**src/hdl/sdspi_pkg.sv**
```systemverilog
// Shared types, codes and frame constants for the SD SPI command and response engine.
package sdspi_pkg;

    // Request selectors carried on the input tuser field.
    localparam logic [1:0] CMD_ISSUE = 2'd0;
    localparam logic [1:0] CMD_RESP  = 2'd1;
    localparam logic [1:0] CMD_READ  = 2'd2;
    localparam logic [1:0] CMD_BYTE  = 2'd3;

    // Status codes.
    localparam logic [2:0] ST_OK      = 3'd0;
    localparam logic [2:0] ST_ILLEGAL = 3'd1;
    localparam logic [2:0] ST_TIMEOUT = 3'd2;
    localparam logic [2:0] ST_LINK    = 3'd3;
    localparam logic [2:0] ST_RESP    = 3'd4;
    localparam logic [2:0] ST_TOKEN   = 3'd5;

    // Bytes on the serial link.
    localparam logic [1:0] FRAME_START = 2'b01;
    localparam logic [7:0] CRC_CMD0    = 8'h95;
    localparam logic [7:0] CRC_CMD8    = 8'h87;
    localparam logic [7:0] CRC_OTHER   = 8'h01;
    localparam logic [7:0] FILL_BYTE   = 8'hFF;
    localparam logic [7:0] DATA_TOKEN  = 8'hFE;
    localparam logic [5:0] IDX_CMD0    = 6'd0;
    localparam logic [5:0] IDX_CMD8    = 6'd8;
    localparam logic [5:0] IDX_READ    = 6'd17;

    // Length limits and reset value of the poll limit.
    localparam logic [9:0]  MAX_BLOCK_BYTES = 10'd512;
    localparam logic [15:0] POLL_LIMIT_RST  = 16'd256;

    // A command frame is six bytes long.
    localparam int FRAME_BEATS = 6;
    localparam int BEAT_W      = $clog2(FRAME_BEATS);
    localparam logic [BEAT_W-1:0] BEAT_LAST = BEAT_W'(FRAME_BEATS - 1);

    // Job queue depth.
    localparam int QDEPTH = 4;
    localparam int QPTR_W = $clog2(QDEPTH);

    // One job from the front: either a single result or a whole command frame.
    typedef struct packed {
        logic        is_frame;
        logic [5:0]  frame_idx;
        logic [31:0] frame_arg;
        logic        frame_status;
        logic        tx_valid;
        logic [7:0]  tx_byte;
        logic        data_valid;
        logic [7:0]  data_byte;
        logic        status_valid;
        logic [2:0]  status;
    } job_t;

    // Queue fill status seen by the producer and the consumer.
    typedef struct packed {
        logic full;
        logic empty;
    } q_status_t;

endpackage

```
**src/hdl/sdspi_front.sv**
```systemverilog
// Front part: accepts requests and card bytes, runs the protocol phases and issues jobs.
module sdspi_front (
    input  logic                aclk,
    input  logic                aresetn,
    input  logic                s_tvalid,
    output logic                s_tready,
    input  logic [63:0]         s_tdata,
    input  logic [1:0]          s_tuser,
    input  logic                cfg_we,
    input  logic [15:0]         cfg_wdata,
    input  sdspi_pkg::q_status_t q_status,
    output logic                push,
    output sdspi_pkg::job_t     push_job
);

    localparam logic [3:0] PH_IDLE      = 4'd0;
    localparam logic [3:0] PH_RESP_POLL = 4'd1;
    localparam logic [3:0] PH_RESP_EXTRA = 4'd2;
    localparam logic [3:0] PH_RD_FLUSH  = 4'd3;
    localparam logic [3:0] PH_RD_R1     = 4'd4;
    localparam logic [3:0] PH_RD_TOKEN  = 4'd5;
    localparam logic [3:0] PH_RD_DATA   = 4'd6;
    localparam logic [3:0] PH_RD_CRC1   = 4'd7;
    localparam logic [3:0] PH_RD_CRC2   = 4'd8;

    logic [3:0]  phase_reg, phase_next;
    logic [15:0] poll_count_reg, poll_count_next;
    logic [9:0]  bytes_left_reg, bytes_left_next;
    logic [15:0] poll_limit_reg;

    logic        accept;
    logic [7:0]  cmd_index;
    logic [31:0] argument;
    logic [9:0]  byte_count;
    logic [7:0]  rx_byte;
    logic        link_error;
    logic [9:0]  cnt_eff;
    logic [9:0]  blk_len;
    logic [9:0]  bytes_dec;
    logic [15:0] limit_eff;
    logic        limit_hit;
    logic [15:0] poll_inc;

    // Builds a single-result job; a field whose valid bit is low is zero.
    function automatic sdspi_pkg::job_t single(input logic txv, input logic [7:0] tx,
                                               input logic dv, input logic [7:0] d,
                                               input logic sv, input logic [2:0] st);
        sdspi_pkg::job_t j;
        j              = '0;
        j.tx_valid     = txv;
        j.tx_byte      = txv ? tx : 8'h00;
        j.data_valid   = dv;
        j.data_byte    = dv ? d : 8'h00;
        j.status_valid = sv;
        j.status       = sv ? st : sdspi_pkg::ST_OK;
        return j;
    endfunction

    // Builds a command frame job.
    function automatic sdspi_pkg::job_t frame(input logic [5:0] idx, input logic [31:0] arg,
                                              input logic with_status);
        sdspi_pkg::job_t j;
        j              = '0;
        j.is_frame     = 1'b1;
        j.frame_idx    = idx;
        j.frame_arg    = arg;
        j.frame_status = with_status;
        return j;
    endfunction

    // Unpack the input item.
    assign cmd_index  = s_tdata[7:0];
    assign argument   = s_tdata[39:8];
    assign byte_count = s_tdata[49:40];
    assign rx_byte    = s_tdata[57:50];
    assign link_error = s_tdata[58];

    assign s_tready = !q_status.full;
    assign accept   = s_tvalid && s_tready;

    // Length, limit and counter helpers.
    assign cnt_eff   = (byte_count == 10'd0) ? 10'd1 : byte_count;
    assign blk_len   = (cnt_eff > sdspi_pkg::MAX_BLOCK_BYTES) ? sdspi_pkg::MAX_BLOCK_BYTES
                                                              : cnt_eff;
    assign bytes_dec = (bytes_left_reg == 10'd0) ? 10'd0 : bytes_left_reg - 10'd1;
    assign limit_eff = (poll_limit_reg == 16'd0) ? 16'd1 : poll_limit_reg;
    assign limit_hit = poll_count_reg >= limit_eff;
    assign poll_inc  = poll_count_reg + 16'd1;

    // Phase sequencing and job selection for each accepted item.
    always_comb begin
        phase_next      = phase_reg;
        poll_count_next = poll_count_reg;
        bytes_left_next = bytes_left_reg;
        push            = 1'b0;
        push_job        = '0;
        if (accept) begin
            case (s_tuser)
                sdspi_pkg::CMD_ISSUE: begin
                    phase_next = PH_IDLE;
                    push       = 1'b1;
                    if (cmd_index[7:6] != 2'b00) begin
                        push_job = single(1'b0, 8'h00, 1'b0, 8'h00, 1'b1,
                                          sdspi_pkg::ST_ILLEGAL);
                    end else begin
                        push_job = frame(cmd_index[5:0], argument, 1'b1);
                    end
                end
                sdspi_pkg::CMD_RESP: begin
                    phase_next      = PH_RESP_POLL;
                    bytes_left_next = cnt_eff;
                    poll_count_next = 16'd1;
                    push            = 1'b1;
                    push_job        = single(1'b1, sdspi_pkg::FILL_BYTE, 1'b0, 8'h00, 1'b0,
                                             sdspi_pkg::ST_OK);
                end
                sdspi_pkg::CMD_READ: begin
                    phase_next      = PH_RD_FLUSH;
                    bytes_left_next = blk_len;
                    poll_count_next = 16'd0;
                    push            = 1'b1;
                    push_job        = frame(sdspi_pkg::IDX_READ, argument, 1'b0);
                end
                default: begin
                    // A byte clocked back from the card.
                    case (phase_reg)
                        PH_RESP_POLL: begin
                            push = 1'b1;
                            if (rx_byte == sdspi_pkg::FILL_BYTE) begin
                                if (limit_hit) begin
                                    phase_next = PH_IDLE;
                                    push_job   = single(1'b1, sdspi_pkg::FILL_BYTE, 1'b0,
                                                        8'h00, 1'b1, sdspi_pkg::ST_TIMEOUT);
                                end else begin
                                    poll_count_next = poll_inc;
                                    push_job        = single(1'b1, sdspi_pkg::FILL_BYTE, 1'b0,
                                                             8'h00, 1'b0, sdspi_pkg::ST_OK);
                                end
                            end else if (link_error) begin
                                phase_next = PH_IDLE;
                                push_job   = single(1'b1, sdspi_pkg::FILL_BYTE, 1'b0, 8'h00,
                                                    1'b1, sdspi_pkg::ST_LINK);
                            end else if (rx_byte inside {8'h00, 8'h01}) begin
                                bytes_left_next = bytes_dec;
                                if (bytes_dec == 10'd0) begin
                                    phase_next = PH_IDLE;
                                    push_job   = single(1'b1, sdspi_pkg::FILL_BYTE, 1'b1,
                                                        rx_byte, 1'b1, sdspi_pkg::ST_OK);
                                end else begin
                                    phase_next = PH_RESP_EXTRA;
                                    push_job   = single(1'b1, sdspi_pkg::FILL_BYTE, 1'b1,
                                                        rx_byte, 1'b0, sdspi_pkg::ST_OK);
                                end
                            end else begin
                                phase_next = PH_IDLE;
                                push_job   = single(1'b1, sdspi_pkg::FILL_BYTE, 1'b1, rx_byte,
                                                    1'b1, sdspi_pkg::ST_RESP);
                            end
                        end
                        PH_RESP_EXTRA: begin
                            push            = 1'b1;
                            bytes_left_next = bytes_dec;
                            if (bytes_dec == 10'd0) begin
                                phase_next = PH_IDLE;
                                push_job   = single(1'b1, sdspi_pkg::FILL_BYTE, 1'b1, rx_byte,
                                                    1'b1, sdspi_pkg::ST_OK);
                            end else begin
                                push_job   = single(1'b1, sdspi_pkg::FILL_BYTE, 1'b1, rx_byte,
                                                    1'b0, sdspi_pkg::ST_OK);
                            end
                        end
                        PH_RD_FLUSH: begin
                            phase_next      = PH_RD_R1;
                            poll_count_next = 16'd1;
                            push            = 1'b1;
                            push_job        = single(1'b1, sdspi_pkg::FILL_BYTE, 1'b0, 8'h00,
                                                     1'b0, sdspi_pkg::ST_OK);
                        end
                        PH_RD_R1: begin
                            push = 1'b1;
                            if (link_error) begin
                                phase_next = PH_IDLE;
                                push_job   = single(1'b1, sdspi_pkg::FILL_BYTE, 1'b0, 8'h00,
                                                    1'b1, sdspi_pkg::ST_LINK);
                            end else if (rx_byte[7]) begin
                                if (limit_hit) begin
                                    phase_next = PH_IDLE;
                                    push_job   = single(1'b1, sdspi_pkg::FILL_BYTE, 1'b0,
                                                        8'h00, 1'b1, sdspi_pkg::ST_TIMEOUT);
                                end else begin
                                    poll_count_next = poll_inc;
                                    push_job        = single(1'b1, sdspi_pkg::FILL_BYTE, 1'b0,
                                                             8'h00, 1'b0, sdspi_pkg::ST_OK);
                                end
                            end else if (rx_byte == 8'h00) begin
                                phase_next      = PH_RD_TOKEN;
                                poll_count_next = 16'd1;
                                push_job        = single(1'b1, sdspi_pkg::FILL_BYTE, 1'b0,
                                                         8'h00, 1'b0, sdspi_pkg::ST_OK);
                            end else begin
                                phase_next = PH_IDLE;
                                push_job   = single(1'b1, sdspi_pkg::FILL_BYTE, 1'b0, 8'h00,
                                                    1'b1, sdspi_pkg::ST_RESP);
                            end
                        end
                        PH_RD_TOKEN: begin
                            push = 1'b1;
                            if (link_error) begin
                                phase_next = PH_IDLE;
                                push_job   = single(1'b1, sdspi_pkg::FILL_BYTE, 1'b0, 8'h00,
                                                    1'b1, sdspi_pkg::ST_LINK);
                            end else if (rx_byte == sdspi_pkg::FILL_BYTE) begin
                                if (limit_hit) begin
                                    phase_next = PH_IDLE;
                                    push_job   = single(1'b1, sdspi_pkg::FILL_BYTE, 1'b0,
                                                        8'h00, 1'b1, sdspi_pkg::ST_TIMEOUT);
                                end else begin
                                    poll_count_next = poll_inc;
                                    push_job        = single(1'b1, sdspi_pkg::FILL_BYTE, 1'b0,
                                                             8'h00, 1'b0, sdspi_pkg::ST_OK);
                                end
                            end else if (rx_byte == sdspi_pkg::DATA_TOKEN) begin
                                phase_next = PH_RD_DATA;
                                push_job   = single(1'b1, sdspi_pkg::FILL_BYTE, 1'b0, 8'h00,
                                                    1'b0, sdspi_pkg::ST_OK);
                            end else begin
                                phase_next = PH_IDLE;
                                push_job   = single(1'b1, sdspi_pkg::FILL_BYTE, 1'b0, 8'h00,
                                                    1'b1, sdspi_pkg::ST_TOKEN);
                            end
                        end
                        PH_RD_DATA: begin
                            push            = 1'b1;
                            bytes_left_next = bytes_dec;
                            if (bytes_dec == 10'd0) begin
                                phase_next = PH_RD_CRC1;
                            end
                            push_job = single(1'b1, sdspi_pkg::FILL_BYTE, 1'b1, rx_byte,
                                              1'b0, sdspi_pkg::ST_OK);
                        end
                        PH_RD_CRC1: begin
                            phase_next = PH_RD_CRC2;
                            push       = 1'b1;
                            push_job   = single(1'b1, sdspi_pkg::FILL_BYTE, 1'b0, 8'h00,
                                                1'b0, sdspi_pkg::ST_OK);
                        end
                        PH_RD_CRC2: begin
                            phase_next = PH_IDLE;
                            push       = 1'b1;
                            push_job   = single(1'b1, sdspi_pkg::FILL_BYTE, 1'b0, 8'h00,
                                                1'b1, sdspi_pkg::ST_OK);
                        end
                        default: begin
                            // Idle: a stray byte gives no result.
                            phase_next = PH_IDLE;
                        end
                    endcase
                end
            endcase
        end
    end

    // Phase and counter registers, and the poll limit register.
    always_ff @(posedge aclk) begin
        if (!aresetn) begin
            phase_reg      <= PH_IDLE;
            poll_count_reg <= 16'd0;
            bytes_left_reg <= 10'd0;
            poll_limit_reg <= sdspi_pkg::POLL_LIMIT_RST;
        end else begin
            phase_reg      <= phase_next;
            poll_count_reg <= poll_count_next;
            bytes_left_reg <= bytes_left_next;
            if (cfg_we) begin
                poll_limit_reg <= cfg_wdata;
            end
        end
    end

endmodule

```
**src/hdl/sdspi_queue.sv**
```systemverilog
// Job queue between the front and the back part.
module sdspi_queue (
    input  logic                 aclk,
    input  logic                 aresetn,
    input  logic                 push,
    input  sdspi_pkg::job_t      push_job,
    input  logic                 pop,
    output sdspi_pkg::job_t      head_job,
    output sdspi_pkg::q_status_t q_status
);

    sdspi_pkg::job_t                 entry_reg [sdspi_pkg::QDEPTH];
    logic [sdspi_pkg::QPTR_W-1:0]    wr_ptr_reg;
    logic [sdspi_pkg::QPTR_W-1:0]    rd_ptr_reg;
    logic [sdspi_pkg::QPTR_W:0]      count_reg, count_next;
    logic                            do_push;
    logic                            do_pop;

    assign q_status.full  = (count_reg == (sdspi_pkg::QPTR_W + 1)'(sdspi_pkg::QDEPTH));
    assign q_status.empty = (count_reg == '0);
    assign head_job       = entry_reg[rd_ptr_reg];

    assign do_push = push && !q_status.full;
    assign do_pop  = pop && !q_status.empty;

    // Occupancy count.
    always_comb begin
        count_next = count_reg;
        if (do_push && !do_pop) begin
            count_next = count_reg + 1'b1;
        end else if (do_pop && !do_push) begin
            count_next = count_reg - 1'b1;
        end
    end

    // Pointers and occupancy.
    always_ff @(posedge aclk) begin
        if (!aresetn) begin
            wr_ptr_reg <= '0;
            rd_ptr_reg <= '0;
            count_reg  <= '0;
        end else begin
            count_reg <= count_next;
            if (do_push) begin
                wr_ptr_reg <= wr_ptr_reg + 1'b1;
            end
            if (do_pop) begin
                rd_ptr_reg <= rd_ptr_reg + 1'b1;
            end
        end
    end

    // Entry storage.
    always_ff @(posedge aclk) begin
        if (do_push) begin
            entry_reg[wr_ptr_reg] <= push_job;
        end
    end

    // The front never pushes into a full queue, and the count stays in range.
    assert property (@(posedge aclk) disable iff (!aresetn) !(push && q_status.full))
        else $error("job pushed into a full queue");
    assert property (@(posedge aclk) disable iff (!aresetn)
                     count_reg <= (sdspi_pkg::QPTR_W + 1)'(sdspi_pkg::QDEPTH))
        else $error("queue count out of range");

endmodule

```
**src/hdl/sdspi_back.sv**
```systemverilog
// Back part: expands queued jobs into result transactions through an output register.
module sdspi_back (
    input  logic                 aclk,
    input  logic                 aresetn,
    input  sdspi_pkg::job_t      head_job,
    input  sdspi_pkg::q_status_t q_status,
    output logic                 pop,
    output logic                 m_tvalid,
    input  logic                 m_tready,
    output logic [23:0]          m_tdata,
    output logic                 m_tlast
);

    logic [sdspi_pkg::BEAT_W-1:0] beat_reg, beat_next;
    logic                         m_tvalid_reg;
    logic [23:0]                  m_tdata_reg;
    logic                         m_tlast_reg;
    logic                         load;
    logic [7:0]                   frame_byte;
    logic [7:0]                   crc_byte;
    logic                         frame_end;
    logic [23:0]                  beat_data;

    assign load = !q_status.empty && (!m_tvalid_reg || m_tready);

    // Fixed CRC byte for the command index.
    always_comb begin
        if (head_job.frame_idx == sdspi_pkg::IDX_CMD0) begin
            crc_byte = sdspi_pkg::CRC_CMD0;
        end else if (head_job.frame_idx == sdspi_pkg::IDX_CMD8) begin
            crc_byte = sdspi_pkg::CRC_CMD8;
        end else begin
            crc_byte = sdspi_pkg::CRC_OTHER;
        end
    end

    // Frame byte for the current beat, argument most significant byte first.
    always_comb begin
        case (beat_reg)
            3'd0:    frame_byte = {sdspi_pkg::FRAME_START, head_job.frame_idx};
            3'd1:    frame_byte = head_job.frame_arg[31:24];
            3'd2:    frame_byte = head_job.frame_arg[23:16];
            3'd3:    frame_byte = head_job.frame_arg[15:8];
            3'd4:    frame_byte = head_job.frame_arg[7:0];
            default: frame_byte = crc_byte;
        endcase
    end

    assign frame_end = (beat_reg == sdspi_pkg::BEAT_LAST);

    // Result item for this beat; tdata fields listed from the highest bit down.
    always_comb begin
        if (head_job.is_frame) begin
            beat_data = {2'b00,
                         sdspi_pkg::ST_OK,
                         frame_end && head_job.frame_status,
                         8'h00, 1'b0,
                         frame_byte, 1'b1};
        end else begin
            beat_data = {2'b00,
                         head_job.status, head_job.status_valid,
                         head_job.data_byte, head_job.data_valid,
                         head_job.tx_byte, head_job.tx_valid};
        end
    end

    // Beat counter and queue pop.
    always_comb begin
        beat_next = beat_reg;
        pop       = 1'b0;
        if (load) begin
            if (head_job.is_frame) begin
                if (frame_end) begin
                    beat_next = '0;
                    pop       = 1'b1;
                end else begin
                    beat_next = beat_reg + 1'b1;
                end
            end else begin
                pop = 1'b1;
            end
        end
    end

    // Control registers.
    always_ff @(posedge aclk) begin
        if (!aresetn) begin
            beat_reg     <= '0;
            m_tvalid_reg <= 1'b0;
        end else begin
            beat_reg <= beat_next;
            if (load) begin
                m_tvalid_reg <= 1'b1;
            end else if (m_tready) begin
                m_tvalid_reg <= 1'b0;
            end
        end
    end

    // Output payload register.
    always_ff @(posedge aclk) begin
        if (load) begin
            m_tdata_reg <= beat_data;
            m_tlast_reg <= !head_job.is_frame || frame_end;
        end
    end

    assign m_tvalid = m_tvalid_reg;
    assign m_tdata  = m_tdata_reg;
    assign m_tlast  = m_tlast_reg;

    // A frame in progress keeps its job at the queue head, and the beat stays in range.
    assert property (@(posedge aclk) disable iff (!aresetn)
                     (beat_reg != '0) |-> !q_status.empty)
        else $error("frame beat running without a queued job");
    assert property (@(posedge aclk) disable iff (!aresetn)
                     beat_reg <= sdspi_pkg::BEAT_LAST)
        else $error("frame beat counter out of range");

endmodule

```
**src/hdl/sd_spi_command_response_engine.sv**
```systemverilog
// Top level of the SD SPI command and response engine: front, job queue and back.
//
//  Channel   Direction  Transaction when         Payload
//  s_*       in         s_tvalid && s_tready     tuser: cmd; tdata: request or card byte
//  m_*       out        m_tvalid && m_tready     tdata: tx, data and status; tlast: last
//  cfg_*     in         cfg_we                   cfg_wdata: poll limit
//
// An input transaction is taken in every cycle while the four-entry job queue has room.
// Each input yields at most one queue job; in the back a command frame job expands into one
// output transaction per frame byte and any other job into a single one, so the output side
// sets the sustained rate. Output results are registered from the job at the queue head.
// Reset (aresetn low, synchronous) clears the phase, the counters and the queue, and loads
// a poll limit of 256. A stalled output holds its register while the queue keeps filling.
module sd_spi_command_response_engine (
    input  logic        aclk,
    input  logic        aresetn,
    input  logic        s_tvalid,
    output logic        s_tready,
    // command_index[7:0], argument[39:8], byte_count[49:40], rx_byte[57:50],
    // link_error[58], zero fill[63:59]
    input  logic [63:0] s_tdata,
    // cmd[1:0]
    input  logic [1:0]  s_tuser,
    output logic        m_tvalid,
    input  logic        m_tready,
    // tx_valid[0], tx_byte[8:1], data_valid[9], data_byte[17:10], status_valid[18],
    // status[21:19], zero fill[23:22]
    output logic [23:0] m_tdata,
    output logic        m_tlast,
    input  logic        cfg_we,
    input  logic [15:0] cfg_wdata
);

    sdspi_pkg::job_t      push_job;
    sdspi_pkg::job_t      head_job;
    sdspi_pkg::q_status_t q_status;
    logic                 push;
    logic                 pop;

    sdspi_front u_front (
        .aclk      (aclk),
        .aresetn   (aresetn),
        .s_tvalid  (s_tvalid),
        .s_tready  (s_tready),
        .s_tdata   (s_tdata),
        .s_tuser   (s_tuser),
        .cfg_we    (cfg_we),
        .cfg_wdata (cfg_wdata),
        .q_status  (q_status),
        .push      (push),
        .push_job  (push_job)
    );

    sdspi_queue u_queue (
        .aclk     (aclk),
        .aresetn  (aresetn),
        .push     (push),
        .push_job (push_job),
        .pop      (pop),
        .head_job (head_job),
        .q_status (q_status)
    );

    sdspi_back u_back (
        .aclk     (aclk),
        .aresetn  (aresetn),
        .head_job (head_job),
        .q_status (q_status),
        .pop      (pop),
        .m_tvalid (m_tvalid),
        .m_tready (m_tready),
        .m_tdata  (m_tdata),
        .m_tlast  (m_tlast)
    );

endmodule
```
**config.mk**
```make
export PLATFORM = sky130hd
export DESIGN_NAME = sd_spi_command_response_engine
export DESIGN_NICKNAME = d
export VERILOG_FILES = /design/src/hdl/sdspi_pkg.sv /design/src/hdl/sdspi_front.sv /design/src/hdl/sdspi_queue.sv /design/src/hdl/sdspi_back.sv /design/src/hdl/sd_spi_command_response_engine.sv
export SDC_FILE = /design/constraint.sdc
export NUM_CORES = 1
export LEC_CHECK = 0
export CAP_MARGIN = 10
export CORE_MARGIN = 4
export CORE_UTILIZATION = 45
export CTS_CLUSTER_DIAMETER = 30
export CTS_CLUSTER_SIZE = 16
export DETAILED_ROUTE_END_ITERATION = 7
export DONT_BUFFER_PORTS = 1
export HOLD_SLACK_MARGIN = 0.15
export RECOVER_POWER = 50
export SYNTH_ARGS = -nofsm -noshare
export SYNTH_HDL_FRONTEND = slang
export SYNTH_SLANG_ARGS = --single-unit
```
**constraint.sdc**
```tcl
create_clock -name aclk -period 6.7 [get_ports aclk]
set_clock_uncertainty 0.05 [all_clocks]
set_input_delay 0.67 -clock aclk [delete_from_list [all_inputs] [get_ports aclk]]
set_output_delay 0.67 -clock aclk [all_outputs]
set_load 0.005 [all_outputs]
```
==> results.yml <==
synth:
  synth.area.top_cells: "edfxtp_1 (53%), mux4_2 (9.1%), dfxtp_1 (8.8%), ha_1 (2.7%), and2_1 (2.6%)"
  synth_seq_cells: 298
  postSynthCellCount: 971
  synthDistinctLibCells: 74
  synth_top_area_share_pct: 53.5
  ys.warnings.count: 0
  synth_seq_area_share_pct: 62.3
  ys.flop_type: "edfxtp_1"
  netlist_area_sq_um: 13400
  synth_edf_count: 239
  syn_avg_cell_area_sq_um: 13.8
  async_reset_ff_share_pct: 0
  synth.largest_area_cell: "edfxtp_1"
worst_setup_path:
  cp.required_ns: 7.10
  end_kind: "register"
  arrival_ns: 4.62
  start_kind: "register"
  path_class: "reg -> reg"
  crit_fanout: 27
power_and_ir_drop:
  peakVddDrop_uv: 201
  netSwitchingPower_mw: 1.79
  p_leak_nw: 5.56
  comb_power_share_pct: 16.1
  power_frac_clock_pct: 47.5
  p_seq_share_pct: 36.4
  powerDensity_nw_per_um2: 425
  totalPowerFinal_mw: 6.83
  p_int_mw: 5.03
  switching_share_pct: 26.2
clocking:
  cts_sinks: 298
  root_buffer: "clkbuf_16"
  h-tree-depth: 3
  clk_latency_ns: 0.55
  numCtsBuffers: 67
  clk_pin_slew_ns: 0.04
  hold_buffers: 0
  post_cts_buffers: 0
  clockBufferDepth: 3
  ctsResizeCount: 0
  cts_tree: "yes"
outcome:
  violations: "capacitance limit, slew limit"
  run_status: "finished with violations"
floorplanning:
  dieArea_sq_um: 32700
  core-area_sq_um: 29100
  io_pins: 114
  die_y_microns: 181
  dieWidth_microns: 181
  rows: 62
  initial_core_util_pct: 46.1
sta:
  rsz0062_at_grt: "no"
  worst_pin_slew_ns: 1.75
  fin_crit_sh_pct: 63.1
  setup-tns-final_ns: 0
  slew_headroom_pct: -16.9
  slew_viol_final: 57
  fmax_mhz: 236
  setup_viol: 0
  fin_crit_ns: 4.23
  hold_viol: 0
  worst_slack_ns: 2.47
cells_and_area:
  fin_nets: 1115
  largest_reg_flops: 216
  area_growth_pct: 19.6
  drive_gt1_share_pct: 18.0
  multi_input_area_sq_um: 4720
  final_cell_mix: "edfxtp_1 (239), clkbuf_16 (67), nor2_1 (61)"
  finish.instance_area_sq_um: 16100
  final_common_cell: "edfxtp_1"
  regArea_sq_um: 8360
  n_fill_cell: 2397
drt:
  drt-pass1-iter-count: 5
  wl_per_cell_microns: 20.5
  num_vias: 8097
  routed_via_density: 5.64
  antenna_left: 0
  route.detailed.drc: 0
  dr.first_iter.drc_count: 633
  wirelength_mm: 29.4
placed_design:
  gp_congestion: 0.858
  dp_hpwl_mm: 18.9
  portBuffers: 0
  pre_cts_ws_ns: 2.43
  placedInstanceArea_sq_um: 13800
min_path:
  worstHoldPathType: "in -> reg"
global_routing:
  grt_util_all_layers_pct: 17.9
  gr-total-overflow: 0
  grt_start_max_net_pins: 53
  grt_pass1_wl_mm: 46.6
  antenna_found_initial: 5
  grt_pass1_vias: 8211
job:
  cap_violations: 2
==> worst max-delay path, cell delays in order (launching register included) <==
cell and delay (ns):
dfxtp_1 1.49, mux4_2 0.83, nand2_1 0.23, nand2_1 0.21
ha_1 0.23, inv_1 0.07, fa_1 0.42, xor2_1 0.16
or3_1 0.30, a21oi_1 0.14
==> power groups by stage <==
| stage | logic [mW] | clock network (mW) | registers, mW |
|---|---|---|---|
| 5_1_grt | 1.22 | 3.41 | 2.52 |
| 4_1_cts | 1.12 | 3.30 | 2.49 |
| 6_report | 1.10 | 3.24 | 2.48 |
| 2_1_floorplan | 0.893 | 0 | 2.43 |
| 3_3_place_gp | 1.11 | 0 | 2.52 |
| 3_5_place_dp | 1.11 | 0 | 2.52 |
==> routing by layer <==
metal  part of all wire, %  global-route usage (%)
met1                    44                    24.0
met2                    49                    28.9
met3                   5.1                    4.54
met4                   1.9                    5.66
met5                  0.17                       0
==> path summary, 6_finish.rpt <==
path	slack, ns	startpoint	cells past startpoint	endpoint
max reg2reg	2.47	register	9	u_queue.count_reg[2]$_SDFFE_PN0P_
min	0.17	aresetn	1	u_front.poll_limit_reg[8]$_SDFFE_PN1P_
min reg2reg	0.46	u_front.poll_count_reg[15]$_SDFFE_PN0P_	2	u_front.poll_count_reg[15]$_SDFFE_PN0P_
max	2.47	register	9	u_queue.count_reg[2]$_SDFFE_PN0P_
==> cell type report <==
type | count | area share, %
multi-input combinational | 585 | 29.4
sequential | 298 | 52.1
timing repair buffer | 10 | 0.374
tap | 384 | 2.99
clock buffer | 79 | 11.0
inverter | 36 | 0.842
clock inverter | 42 | 3.25
antenna | 1 | 0.0156
==> logic make-up after synthesis <==
family / share of synthesized area (%)
simple gates: 12.1
other cells: 0.0279
flops: 62.3
compound gates: 8.61
mux: 10.8
buf+inv: 2.74
xor+xnor: 0.587
fa+ha+maj: 2.85
==> metrics by stage <==
step / instances / hold WS (ns) / util [%]
final: 1435 / 0.172 / 55.2
after global routing: 1435 / 0.168 / 55.2
after CTS: 1434 / 0.153 / 55.3
after detailed placement: 1313 / 0.442 / 47.4
after global placement: 1313 / 0.435 / 47.4
after floorplan: 972 / 0.406 / -
==> cells in the mapped netlist (22+ instances only) <==
cell type	count
a21oi_1	49
and2_1	55
clkbuf_1	32
dfxtp_1	59
edfxtp_1	239
ha_1	29
inv_1	36
mux2i_1	23
mux4_2	54
nand2_1	40
nor2_1	61
nor2b_1	22
o21ai_0	33
Power figures use the tool's default switching activity.
